<file path="src/design/ggvc_pkg.sv">
`timescale 1ns / 1ps

package ggvc_pkg;

    // CORDIC datapath: prescaled vectors, Q.16 angle accumulator
    localparam int VW = 46;
    localparam int ZW = 20;
    // signed Q4.13 angles after rounding and the heading error
    localparam int AW = 18;
    // magnitude as used for the distance product
    localparam int MW = 43;
    localparam int PW = MW + 16;
    // distance in Q16.16 with headroom above 32 bits
    localparam int DW = PW - 24;
    localparam int GW = 20;

    localparam logic signed [ZW-1:0] HALF_PI_Q16 = 20'sd102944;
    localparam logic signed [AW-1:0] PI_Q13      = 18'sd25736;
    localparam logic signed [AW-1:0] TWO_PI_Q13  = 18'sd51472;
    localparam logic [15:0]          INV_K_Q16   = 16'd39797;

    localparam logic [2:0] REG_GOAL_POS_X       = 3'd0;
    localparam logic [2:0] REG_GOAL_POS_Y       = 3'd1;
    localparam logic [2:0] REG_ARRIVE_TOLERANCE = 3'd2;
    localparam logic [2:0] REG_LINEAR_GAIN      = 3'd3;
    localparam logic [2:0] REG_MAX_LINEAR_SPEED = 3'd4;
    localparam logic [2:0] REG_ANGULAR_GAIN     = 3'd5;

    typedef struct packed {
        logic signed [31:0] pose_x;
        logic signed [31:0] pose_y;
        logic signed [15:0] quat_w;
        logic signed [15:0] quat_x;
        logic signed [15:0] quat_y;
        logic signed [15:0] quat_z;
    } pose_t;

    typedef struct packed {
        logic [31:0]        linear_speed;
        logic signed [31:0] angular_rate;
        logic               goal_reached;
    } cmd_t;

    typedef struct packed {
        logic signed [VW-1:0] x;
        logic signed [VW-1:0] y;
        logic signed [ZW-1:0] z;
        logic                 zero;
    } cvec_t;

    typedef struct packed {
        cvec_t pos;
        cvec_t head;
    } cord_t;

    typedef struct packed {
        logic [31:0]   arrive_tolerance;
        logic [GW-1:0] linear_gain;
        logic [31:0]   max_linear_speed;
        logic [GW-1:0] angular_gain;
    } cfg_t;

    function automatic logic signed [ZW-1:0] atan_q16(input logic [4:0] idx);
        logic signed [ZW-1:0] a;
        case (idx)
            5'd0:    a = 20'sd51472;
            5'd1:    a = 20'sd30386;
            5'd2:    a = 20'sd16055;
            5'd3:    a = 20'sd8150;
            5'd4:    a = 20'sd4091;
            5'd5:    a = 20'sd2047;
            5'd6:    a = 20'sd1024;
            5'd7:    a = 20'sd512;
            5'd8:    a = 20'sd256;
            5'd9:    a = 20'sd128;
            5'd10:   a = 20'sd64;
            5'd11:   a = 20'sd32;
            5'd12:   a = 20'sd16;
            5'd13:   a = 20'sd8;
            5'd14:   a = 20'sd4;
            5'd15:   a = 20'sd2;
            5'd16:   a = 20'sd1;
            default: a = '0;
        endcase
        return a;
    endfunction

    // Prescale by 256 and fold the left half-plane onto the right one
    function automatic cvec_t cordic_init(input logic signed [VW-1:0] x,
                                          input logic signed [VW-1:0] y);
        cvec_t                v;
        logic signed [VW-1:0] xs;
        logic signed [VW-1:0] ys;
        xs     = x <<< 8;
        ys     = y <<< 8;
        v.zero = (x == '0) && (y == '0);
        v.x    = xs;
        v.y    = ys;
        v.z    = '0;
        if (xs[VW-1]) begin
            if (!ys[VW-1]) begin
                v.x = ys;
                v.y = -xs;
                v.z = HALF_PI_Q16;
            end else begin
                v.x = -ys;
                v.y = xs;
                v.z = -HALF_PI_Q16;
            end
        end
        return v;
    endfunction

endpackage

</file>
<file path="src/design/ggvc_front.sv">
`timescale 1ns / 1ps

module ggvc_front (
    input  logic               aclk,
    input  logic               aresetn,
    input  logic               in_valid,
    output logic               in_ready,
    input  ggvc_pkg::pose_t    in_data,
    input  logic signed [31:0] goal_x,
    input  logic signed [31:0] goal_y,
    output logic               out_valid,
    input  logic               out_ready,
    output ggvc_pkg::cord_t    out_data
);

    logic               a_v_reg;
    logic signed [32:0] dx_reg, dy_reg;
    logic signed [31:0] yy_reg, zz_reg, wz_reg, xy_reg;
    logic signed [32:0] dx_next, dy_next;
    logic signed [31:0] yy_next, zz_next, wz_next, xy_next;
    logic               b_v_reg;
    ggvc_pkg::cord_t    b_reg, b_next;
    logic signed [32:0] sq_sum, cross_sum;
    logic signed [ggvc_pkg::VW-1:0] xq, yq;
    logic               en_a, en_b;

    assign en_b     = !b_v_reg || out_ready;
    assign en_a     = !a_v_reg || en_b;
    assign in_ready = en_a;

    assign dx_next = $signed({goal_x[31], goal_x}) - $signed({in_data.pose_x[31], in_data.pose_x});
    assign dy_next = $signed({goal_y[31], goal_y}) - $signed({in_data.pose_y[31], in_data.pose_y});
    assign yy_next = in_data.quat_y * in_data.quat_y;
    assign zz_next = in_data.quat_z * in_data.quat_z;
    assign wz_next = in_data.quat_w * in_data.quat_z;
    assign xy_next = in_data.quat_x * in_data.quat_y;

    always_ff @(posedge aclk) begin
        if (!aresetn) begin
            a_v_reg <= 1'b0;
        end else if (en_a) begin
            a_v_reg <= in_valid;
        end
    end

    always_ff @(posedge aclk) begin
        if (en_a) begin
            dx_reg <= dx_next;
            dy_reg <= dy_next;
            yy_reg <= yy_next;
            zz_reg <= zz_next;
            wz_reg <= wz_next;
            xy_reg <= xy_next;
        end
    end

    // yaw vector: (1 - 2(y^2 + z^2), 2(wz + xy)) in Q.28
    always_comb begin
        sq_sum     = $signed({yy_reg[31], yy_reg}) + $signed({zz_reg[31], zz_reg});
        cross_sum  = $signed({wz_reg[31], wz_reg}) + $signed({xy_reg[31], xy_reg});
        xq         = (ggvc_pkg::VW'(1) <<< 28) - (ggvc_pkg::VW'(sq_sum) <<< 1);
        yq         = ggvc_pkg::VW'(cross_sum) <<< 1;
        b_next.pos  = ggvc_pkg::cordic_init(ggvc_pkg::VW'(dx_reg), ggvc_pkg::VW'(dy_reg));
        b_next.head = ggvc_pkg::cordic_init(xq, yq);
    end

    always_ff @(posedge aclk) begin
        if (!aresetn) begin
            b_v_reg <= 1'b0;
        end else if (en_b) begin
            b_v_reg <= a_v_reg;
        end
    end

    always_ff @(posedge aclk) begin
        if (en_b) begin
            b_reg <= b_next;
        end
    end

    assign out_valid = b_v_reg;
    assign out_data  = b_reg;

endmodule

</file>
<file path="config.mk">
export PLATFORM = sky130hd
export DESIGN_NAME = ggvc_front
export DESIGN_NICKNAME = d
export VERILOG_FILES = /design/src/design/ggvc_pkg.sv /design/src/design/ggvc_front.sv
export SDC_FILE = /design/constraint.sdc
export NUM_CORES = 2
export LEC_CHECK = 0
export BUFFER_PORTS_ARGS = -buffer_cell sky130_fd_sc_hd__buf_2
export CORE_MARGIN = 5
export CORE_UTILIZATION = 55
export CTS_CLUSTER_DIAMETER = 60
export DETAILED_ROUTE_END_ITERATION = 8
export MAX_ROUTING_LAYER = met4
export PLACE_DENSITY_LB_ADDON = 0.2
export SYNTH_ARGS = -nofsm -noshare
export SYNTH_HDL_FRONTEND = slang
export SYNTH_SLANG_ARGS = --single-unit
</file>
<file path="constraint.sdc">
create_clock -name aclk -period 8 [get_ports aclk]
set_clock_uncertainty 0.05 [all_clocks]
set_input_delay 1.6 -clock aclk [delete_from_list [all_inputs] [get_ports aclk]]
set_output_delay 1.6 -clock aclk [all_outputs]
set_load 0.02 [all_outputs]
</file>
==> metrics.md <==
| Metric | Value |
|---|---|
| RSZ-0062 raised after global routing | `false` |
| GPL Wtd Cong | `0.9400` |
| Die width | `340.0 µm` |
| Antenna violations before repair | `7` |
| Hold buffers post-CTS | `0` |
| Row count | `121` |
| Clock latency on the worst-skew pair | `approximately 0.60 ns` |
| Final Non-Filler Cells | `8233` |
| Area delta synth->final | `10.16%` |
| Root Driver | `clkbuf_16` |
| Maxcap violations | `0` |
| Clk sinks | `between 300 and 400` |
| Setup Buffers After CTS | `0` |
| Total number of vias | `44550` |
| Post-synthesis sequential area ratio | `17.62%` |
| Synth Flop Type | `edfxtp_1` |
| All-Layer GR Usage | `27.65%` |
| Final Instance Area | `0.06596 mm²` |
| Pin count of the biggest net entering global routing | `109` |
| Area of the core | `0.1086 mm²` |
| Fraction of layout cells with a size suffix above 1 | `11.34%` |
| Final core utilization | `about three fifths` |
| WP data required | `8.27 ns` |
| Via-to-Cell Ratio | `about 5.4` |
| Synth warn | `0` |
| CTS tree | `yes` |
| Die height | `about 340 µm` |
| Boundary Pins | `424` |
| Final Hold Viols | `0` |
| Post-CTS Resized | `0` |
| Worst hold path class | `flop to flop` |
| Iter 0 DRT Violations | `2684` |
| Peak Freq | `about 0.13 GHz` |
| Status | `completed` |
| Syn avg cell area | `~9.5 µm²` |
| Critical Path AT | `7.80 ns` |
| Post-synthesis register bit count | `352` |
| CTS Buffer Depth | `3` |
| Num CTS Buffers | `47` |
| First-pass GRT wire length | `247000 µm` |
| Tightest Pin Transition | `1.138 ns` |
| Setup_tns | `0 ns` |
| Mapped Cells | `6329` |
| Post-synth ARST share | `0%` |
| Crit Path Max Fanout | `2` |
| Crit path kind | `input port to flop` |
| Max-slew violations | `0` |
| Synth unique cells | `96` |
| Initial core utilization | `55.16%` |
| Die Area | `0.1156 mm²` |
| Startpoint Class | `input port` |
| Overflow after GRT | `0` |
| Relative slew slack | `24.14%` |
| TritonRoute pass-1 iters | `5` |
| Fin crit share | `94.13%` |
| Minimum clock period | `7.531 ns` |
| Post-synth EDFFs | `350` |
| WL final | `roughly 150000 µm` |
| Htree depth | `2` |
| Synth Cell Area | `about 0.060 mm²` |
| Critical path endpoint category | `flop` |
| Placed wire-length estimate | `129800 µm` |
| Placed insts | `8144` |
| Dpl cell area | `0.06447 mm²` |
| Max reg flops | `158` |
| Vias in the first global route | `~47000` |
| CTS clk-pin slew, worst paths | `0.05 ns` |
| Per-cell routed wire length | `between 15 and 20 µm` |
| Final Setup Violations | `0` |
| Nets | `8451` |
| Post-route ant nets | `0` |
| Drt drc | `0` |
| I/O Buffers | `379` |
placed cells by master (no fill, tap or decap), drive strengths merged, types with 23 or more instances in the layout:
| master | Yosys | layout |
|---|---|---|
| inv | 1347 | 1357 |
| fa | 996 | 996 |
| buf | 91 | 628 |
| nand2 | 546 | 546 |
| ha | 480 | 480 |
| edfxtp | 350 | 350 |
| and2 | 347 | 347 |
| nor2 | 335 | 335 |
| a21oi | 280 | 280 |
| xnor2 | 271 | 271 |
| o21ai | 170 | 170 |
| xor2 | 129 | 129 |
| a21o | 93 | 93 |
| nor3 | 70 | 70 |
| nand3 | 66 | 66 |
| clkbuf | 188 | 54 |
| conb | 1 | 53 |
| nand2b | 46 | 46 |
| nor2b | 44 | 44 |
| o21a | 37 | 37 |
| o31ai | 28 | 28 |
| or3 | 28 | 28 |
| o21bai | 27 | 27 |
| a211oi | 26 | 26 |
| nand4 | 23 | 23 |
| and3 | 23 | 23 |
area by class of cell:
type	count	area, µm²
clock buffers	54	1202
diodes	3	7.507
fillers	9336	42590
well taps	1414	1769
multi-input cells	4402	43180
flip-flops and latches	352	10550
clock inverters	32	285.3
repair buffers	628	3904
inverters	1348	5065
critical path: stages:
cell and delay [ns]:
buf_2 0.10, and2_1 0.17, fa_1 0.52, inv_1 0.06
fa_1 0.56, fa_1 0.46, fa_1 0.55, inv_1 0.05
fa_1 0.50, fa_1 0.42, ha_1 0.30, a21o_1 0.16
a21o_1 0.18, a21oi_1 0.25, buf_4 0.17, o21ai_0 0.07
a21oi_1 0.21, o21ai_0 0.16, or4_1 0.46, nand2_1 0.10
o2111ai_1 0.16, a31o_2 0.28, nand2_1 0.06, o21ai_0 0.08
xor2_1 0.15
cells by family (layout without fill, tap and decap cells):
group	after synthesis	count (layout)	synth area share (%)
AO/OA/AOI/OAI	822	822	8.810
XOR/XNOR	400	400	5.851
other	1	56	0.006263
adder cells (fa/ha/maj)	1476	1476	43.33
flip-flops	352	352	17.62
multiplexers	22	22	0.3803
buffers and inverters	1627	2062	10.65
AND/OR/NAND/NOR	1629	1629	13.35
synthesized netlist by cell type (all sizes together), types with 46 or more instances:
cell | number | share of area (%)
a21o | 93 | 1.2
a21oi | 280 | 2.3
and2 | 347 | 3.6
buf | 91 | 1.0
clkbuf | 188 | 1.2
edfxtp | 350 | 18
fa | 996 | 33
ha | 480 | 10
inv | 1347 | 8.4
nand2 | 546 | 3.4
nand2b | 46 | 0.48
nand3 | 66 | 0.55
nor2 | 335 | 2.1
nor3 | 70 | 0.59
o21ai | 170 | 1.4
xnor2 | 271 | 4.0
xor2 | 129 | 1.9
per-layer routing:
layer	global-route usage, %	up-vias	wire length, µm
met4	8.322	0	5306
met2	47.33	1397	77190
li1	-	20710	-
met5	-	-	0
met1	34.46	22180	61190
met3	3.768	265	10530
stage by stage:
step,hold slack (ns),setup slack [ns]
2_1_floorplan,0.3744,0.004678
3_3_place_gp,0.4816,-0.09816
3_5_place_dp,0.4941,-0.1125
4_1_cts,0.5078,0.4777
5_1_grt,0.5197,0.1173
6_report,0.5020,0.4693
final timing paths:
kind,from,to,slack (ns),depth (start not counted)
max,in_data[25],yy_reg[30]$_DFFE_PP_,0.47,25
min,a_v_reg$_SDFFE_PN0P_,out_valid$_SDFFE_PN0P_,0.50,1
max reg2reg,zz_reg[2]$_DFFE_PP_,out_data[96]$_DFFE_PP_,1.83,15
min reg2reg,a_v_reg$_SDFFE_PN0P_,out_valid$_SDFFE_PN0P_,0.50,1
Power is left out: the tool's default activity adds up to more than one toggle a clock period on the data nets, which glitch-free logic cannot reach.
