==> src/design/ggvc_pkg.sv <==
`timescale 1ns / 1ps

package ggvc_pkg;

    // CORDIC datapath: prescaled vectors, Q.16 angle accumulator
    localparam int VW = 46;
    localparam int ZW = 20;
    // signed Q4.13 angles after rounding and the heading error
    localparam int AW = 18;
    // magnitude as used for the distance product
    localparam int MW = 43;
    localparam int PW = MW + 16;
    // distance in Q16.16 with headroom above 32 bits
    localparam int DW = PW - 24;
    localparam int GW = 20;

    localparam logic signed [ZW-1:0] HALF_PI_Q16 = 20'sd102944;
    localparam logic signed [AW-1:0] PI_Q13      = 18'sd25736;
    localparam logic signed [AW-1:0] TWO_PI_Q13  = 18'sd51472;
    localparam logic [15:0]          INV_K_Q16   = 16'd39797;

    localparam logic [2:0] REG_GOAL_POS_X       = 3'd0;
    localparam logic [2:0] REG_GOAL_POS_Y       = 3'd1;
    localparam logic [2:0] REG_ARRIVE_TOLERANCE = 3'd2;
    localparam logic [2:0] REG_LINEAR_GAIN      = 3'd3;
    localparam logic [2:0] REG_MAX_LINEAR_SPEED = 3'd4;
    localparam logic [2:0] REG_ANGULAR_GAIN     = 3'd5;

    typedef struct packed {
        logic signed [31:0] pose_x;
        logic signed [31:0] pose_y;
        logic signed [15:0] quat_w;
        logic signed [15:0] quat_x;
        logic signed [15:0] quat_y;
        logic signed [15:0] quat_z;
    } pose_t;

    typedef struct packed {
        logic [31:0]        linear_speed;
        logic signed [31:0] angular_rate;
        logic               goal_reached;
    } cmd_t;

    typedef struct packed {
        logic signed [VW-1:0] x;
        logic signed [VW-1:0] y;
        logic signed [ZW-1:0] z;
        logic                 zero;
    } cvec_t;

    typedef struct packed {
        cvec_t pos;
        cvec_t head;
    } cord_t;

    typedef struct packed {
        logic [31:0]   arrive_tolerance;
        logic [GW-1:0] linear_gain;
        logic [31:0]   max_linear_speed;
        logic [GW-1:0] angular_gain;
    } cfg_t;

    function automatic logic signed [ZW-1:0] atan_q16(input logic [4:0] idx);
        logic signed [ZW-1:0] a;
        case (idx)
            5'd0:    a = 20'sd51472;
            5'd1:    a = 20'sd30386;
            5'd2:    a = 20'sd16055;
            5'd3:    a = 20'sd8150;
            5'd4:    a = 20'sd4091;
            5'd5:    a = 20'sd2047;
            5'd6:    a = 20'sd1024;
            5'd7:    a = 20'sd512;
            5'd8:    a = 20'sd256;
            5'd9:    a = 20'sd128;
            5'd10:   a = 20'sd64;
            5'd11:   a = 20'sd32;
            5'd12:   a = 20'sd16;
            5'd13:   a = 20'sd8;
            5'd14:   a = 20'sd4;
            5'd15:   a = 20'sd2;
            5'd16:   a = 20'sd1;
            default: a = '0;
        endcase
        return a;
    endfunction

    // Prescale by 256 and fold the left half-plane onto the right one
    function automatic cvec_t cordic_init(input logic signed [VW-1:0] x,
                                          input logic signed [VW-1:0] y);
        cvec_t                v;
        logic signed [VW-1:0] xs;
        logic signed [VW-1:0] ys;
        xs     = x <<< 8;
        ys     = y <<< 8;
        v.zero = (x == '0) && (y == '0);
        v.x    = xs;
        v.y    = ys;
        v.z    = '0;
        if (xs[VW-1]) begin
            if (!ys[VW-1]) begin
                v.x = ys;
                v.y = -xs;
                v.z = HALF_PI_Q16;
            end else begin
                v.x = -ys;
                v.y = xs;
                v.z = -HALF_PI_Q16;
            end
        end
        return v;
    endfunction

endpackage

==> src/design/ggvc_back.sv <==
`timescale 1ns / 1ps

module ggvc_back (
    input  logic            aclk,
    input  logic            aresetn,
    input  logic            in_valid,
    output logic            in_ready,
    input  ggvc_pkg::cord_t in_data,
    input  ggvc_pkg::cfg_t  cfg,
    output logic            out_valid,
    input  logic            out_ready,
    output ggvc_pkg::cmd_t  out_data
);

    localparam int AW = ggvc_pkg::AW;
    localparam int PW = ggvc_pkg::PW;
    localparam int DW = ggvc_pkg::DW;
    localparam int MW = ggvc_pkg::MW;
    localparam int GW = ggvc_pkg::GW;
    localparam int SW = GW + DW;
    localparam int RW = GW + 1 + AW;

    logic                 c_v_reg, d_v_reg, e_v_reg, f_v_reg;
    logic                 en_c, en_d, en_e, en_f;
    logic signed [AW-1:0] c_err_reg, c_err_next;
    logic [PW-1:0]        c_prod_reg, c_prod_next;
    logic signed [AW-1:0] bearing, yaw, diff;
    logic [MW-1:0]        mag;
    logic signed [AW-1:0] d_err_reg;
    logic [DW-1:0]        d_dist_reg, d_dist_next;
    logic                 d_reached_reg;
    logic [PW-1:0]        prod_rnd;
    logic [SW-1:0]        e_sp_reg;
    logic signed [RW-1:0] e_rp_reg;
    logic                 e_reached_reg;
    logic [SW-1:0]        sp_rnd;
    logic [SW-17:0]       speed;
    logic signed [RW-1:0] rp_rnd;
    logic signed [RW-14:0] rate;
    ggvc_pkg::cmd_t       f_reg, f_next;

    function automatic logic signed [AW-1:0] round_ang(input ggvc_pkg::cvec_t v);
        logic signed [ggvc_pkg::ZW-1:0] zr;
        zr = v.z + ggvc_pkg::ZW'(4);
        return v.zero ? '0 : AW'(zr >>> 3);
    endfunction

    assign en_f     = !f_v_reg || out_ready;
    assign en_e     = !e_v_reg || en_f;
    assign en_d     = !d_v_reg || en_e;
    assign en_c     = !c_v_reg || en_d;
    assign in_ready = en_c;

    // round angles, wrap the heading error, scale the magnitude to remove the CORDIC gain
    always_comb begin
        bearing = round_ang(in_data.pos);
        yaw     = round_ang(in_data.head);
        diff    = bearing - yaw;
        if (diff > ggvc_pkg::PI_Q13) begin
            c_err_next = diff - ggvc_pkg::TWO_PI_Q13;
        end else if (diff < -ggvc_pkg::PI_Q13) begin
            c_err_next = diff + ggvc_pkg::TWO_PI_Q13;
        end else begin
            c_err_next = diff;
        end
        mag         = in_data.pos.zero ? '0 : in_data.pos.x[MW-1:0];
        c_prod_next = PW'(mag) * PW'(ggvc_pkg::INV_K_Q16);
    end

    always_ff @(posedge aclk) begin
        if (!aresetn) begin
            c_v_reg <= 1'b0;
            d_v_reg <= 1'b0;
            e_v_reg <= 1'b0;
            f_v_reg <= 1'b0;
        end else begin
            if (en_c) begin
                c_v_reg <= in_valid;
            end
            if (en_d) begin
                d_v_reg <= c_v_reg;
            end
            if (en_e) begin
                e_v_reg <= d_v_reg;
            end
            if (en_f) begin
                f_v_reg <= e_v_reg;
            end
        end
    end

    assign prod_rnd    = c_prod_reg + (PW'(1) << 23);
    assign d_dist_next = prod_rnd[PW-1:24];

    assign sp_rnd = e_sp_reg + (SW'(1) << 15);
    assign speed  = sp_rnd[SW-1:16];
    assign rp_rnd = e_rp_reg + (RW'(1) <<< 12);
    // the rounded rate is far inside the 32 bit range, so extension is exact
    assign rate   = rp_rnd[RW-1:13];

    always_comb begin
        f_next.goal_reached = e_reached_reg;
        f_next.linear_speed = (speed > (SW-16)'(cfg.max_linear_speed))
                            ? cfg.max_linear_speed : speed[31:0];
        f_next.angular_rate = 32'(rate);
        if (e_reached_reg) begin
            f_next.linear_speed = '0;
            f_next.angular_rate = '0;
        end
    end

    always_ff @(posedge aclk) begin
        if (en_c) begin
            c_err_reg  <= c_err_next;
            c_prod_reg <= c_prod_next;
        end
        if (en_d) begin
            d_err_reg     <= c_err_reg;
            d_dist_reg    <= d_dist_next;
            d_reached_reg <= d_dist_next < DW'(cfg.arrive_tolerance);
        end
        if (en_e) begin
            e_sp_reg      <= SW'(cfg.linear_gain) * SW'(d_dist_reg);
            e_rp_reg      <= RW'($signed({1'b0, cfg.angular_gain})) * RW'(d_err_reg);
            e_reached_reg <= d_reached_reg;
        end
        if (en_f) begin
            f_reg <= f_next;
        end
    end

    assign out_valid = f_v_reg;
    assign out_data  = f_reg;

endmodule
==> config.mk <==
export PLATFORM = sky130hd
export DESIGN_NAME = ggvc_back
export DESIGN_NICKNAME = d
export VERILOG_FILES = /design/src/design/ggvc_pkg.sv /design/src/design/ggvc_back.sv
export SDC_FILE = /design/constraint.sdc
export NUM_CORES = 2
export LEC_CHECK = 0
export ABC_AREA = 1
export BUFFER_PORTS_ARGS = -buffer_cell sky130_fd_sc_hd__buf_2
export CORE_ASPECT_RATIO = 1.5
export CORE_MARGIN = 8
export CORE_UTILIZATION = 40
export CTS_BUF_LIST = sky130_fd_sc_hd__clkbuf_4 sky130_fd_sc_hd__clkbuf_8
export DETAILED_ROUTE_END_ITERATION = 12
export HOLD_SLACK_MARGIN = 0.12
export SLEW_MARGIN = 25
export SYNTH_ARGS = -nofsm -noshare
export SYNTH_HDL_FRONTEND = slang
export SYNTH_SLANG_ARGS = --single-unit
==> constraint.sdc <==
create_clock -name aclk -period 10.2 [get_ports aclk]
set_input_delay 1.02 -clock aclk [delete_from_list [all_inputs] [get_ports aclk]]
set_output_delay 1.02 -clock aclk [all_outputs]
set_load 0.02 [all_outputs]
==> out/metrics.yaml <==
h-tree-depth: 2
gr-total-overflow: 0
die_y_um: 508
io_buffers: 255
status: "complete, no violations"
synth-async-reset-ratio_pct: 0
cp.arrival_ns: 8.14
startpoint: "in_data[113]"
die_width_um: 344
timing.max_cap.violations: 0
hold_path.class: "flop to flop"
synth_top_family_by_area: "adder cells"
tns_ns: 0
drcViolationCount: 0
drt_iter0_drc: 2439
seq_area_frac_synth_pct: 11.0
fill_cells: 16300
cts-root-buf: "clkbuf_8"
cts-buffers-inserted: 40
synth.area.mux_share_pct: 0
yosysUniqueCellTypes: 53
cp_slowest_stage_delay_ns: 0.71
nNetsFinal: 10400
grt_first_pass_wirelength_mm: 291
ant_nets: 0
final_common_cell: "inv_1"
period_share_pct: 76.4
cp-start-kind: "input pin"
drive_gt1_share_pct: 5.45
worstMarginPinSlew_ns: 1.08
synth_xor_area_share_pct: 2.40
dr.pass1.iters: 6
setup_violations: 0
clkLatencyLatePin_ns: 0.62
synth_ff_type: "edfxtp_1"
clock-sinks: 239
synth_area_per_cell_um2: 7.88
hold_start: "c_err_reg[15]"
cts_max_path_buffers: 3
drv_slew: 0
ctsHoldBuffers: 0
worstSetupPathDepth: 25
r2r_cells: 20
cts_tree: "built"
cp_num_buf_inv: 8
hold_depth: 0
num_rows: 180
cpMostUsedCell: "inv_1"
finalHoldViolCount: 0
critPathSlowestCell: "buf_2"
final_cell_mix: "inv_1 (2405), nand2_1 (1813), fa_1 (1195)"
cts_setup_buffers: 0
vias_per_cell: 4.93
grt_max_degree: 71
synth_edf_count: 235
io_pins: 401
finalWeightedCongestion: 0.918
synthesis.area_um2: 64600
cp.required_ns: 10.55
slew_headroom_pct: 27.7
coreArea_um2: 160000
area_growth_pct: 6.32
crit_type: "input pin to flop"
post-dp-hpwl_mm: 150
seqCellArea_um2: 7140
antenna_found_initial: 19
start_util_pct: 40.3
synth_compound_gate_area_share_pct: 4.82
netlist_instances: 8199
largest_reg_flops: 59
cts_resized: 0
grt_usage_pct: 20.8
fin_worst_skew_ns: 0.0294
synthesis.nets: 10300
crit_fanout: 41
ys_warn_count: 0
rsz0062_at_grt: "no"
ys_ff_latch: 239
fmax_mhz: 128
multi_input_area_um2: 47500
wire_per_inst_um: 17.2
first_global_vias: 56300
synth-simple-area-share_pct: 17.2
min_period_ns: 7.80
dieArea_um2: 175000
vias: 51400
critPathCaptureType: "flop"
wirelength_mm: 179
synthAdderAreaFrac_pct: 48.9
cp_top_family: "adder cells"
clkTransAtPathRegs_ns: 0.05
r2r-start: "d_dist_reg[20]"
[metrics by stage]
step / cell area (um^2) / std cells / util (%) / hold slack (ns) / worst slack (ns)
CTS: 68700 / 10400 / 42.8 / 0.419 / 2.28
finish: 68700 / 10400 / 42.9 / 0.416 / 2.40
global route: 68700 / 10400 / 42.8 / 0.425 / 1.97
detailed placement: 67900 / 10300 / 42.4 / 0.406 / 1.60
floorplan: 64600 / 8199 / - / 0.400 / 3.34
global placement: 67800 / 10300 / 42.3 / 0.407 / 1.86
[synthesized netlist by cell type (10+ instances only)]
library cell | count | area [um^2]
a31oi_1 | 45 | 282
o21ai_0 | 155 | 776
nand3_1 | 223 | 1120
nand2_1 | 1814 | 6810
inv_1 | 2408 | 9040
nand2_2 | 17 | 106
xor2_1 | 134 | 1170
nand3b_1 | 10 | 75.1
clkbuf_1 | 232 | 871
o21bai_1 | 15 | 113
nor2_1 | 461 | 1730
ha_1 | 613 | 7670
nor4_1 | 20 | 125
xnor2_1 | 43 | 377
buf_2 | 16 | 80.1
edfxtp_1 | 235 | 7060
fa_1 | 1195 | 23900
a21o_1 | 23 | 173
nand4_1 | 68 | 425
o21a_1 | 17 | 128
or2_2 | 19 | 119
nor3_1 | 69 | 345
a21oi_1 | 272 | 1360
[final timing paths]
check,to,slack (ns)
worst max-delay path,c_prod_reg[53],2.40
worst min-delay path,d_err_reg[15],0.42
worst max register to register,e_sp_reg[51],3.10
worst min register to register,d_err_reg[15],0.42
[cells by family after synthesis]
kind of cell | count (synthesis)
compound gates | 564
xor+xnor | 177
fa+ha+maj | 1808
buf+inv | 2675
flops | 239
simple gates | 2736
[area by class of cell]
type                            instances  share of cell area [%]
Multi-Input combinational cell       5285                    69.1
Inverter                             2410                    13.2
Sequential cell                       239                    10.4
Tap cell                             2093                    3.81
Timing Repair Buffer                  305                    2.49
Clock buffer                           53                   0.952
Clock inverter                         16                   0.118
Antenna cell                            8                  0.0291
[metal layers]
| layer | share of wire [%] | vias to the layer above | GRT usage (%) |
|---|---|---|---|
| met4 | 4.2 | 18 | 7.68 |
| met5 | 0.068 | - | 0 |
| met2 | 51 | 1466 | 38.3 |
| li1 | - | 24200 | - |
| met1 | 39 | 25200 | 24.3 |
| met3 | 5.5 | 454 | 2.73 |
Power is not shown: default switching activity piles up to over one toggle a cycle in this logic, so the estimate is an artifact.
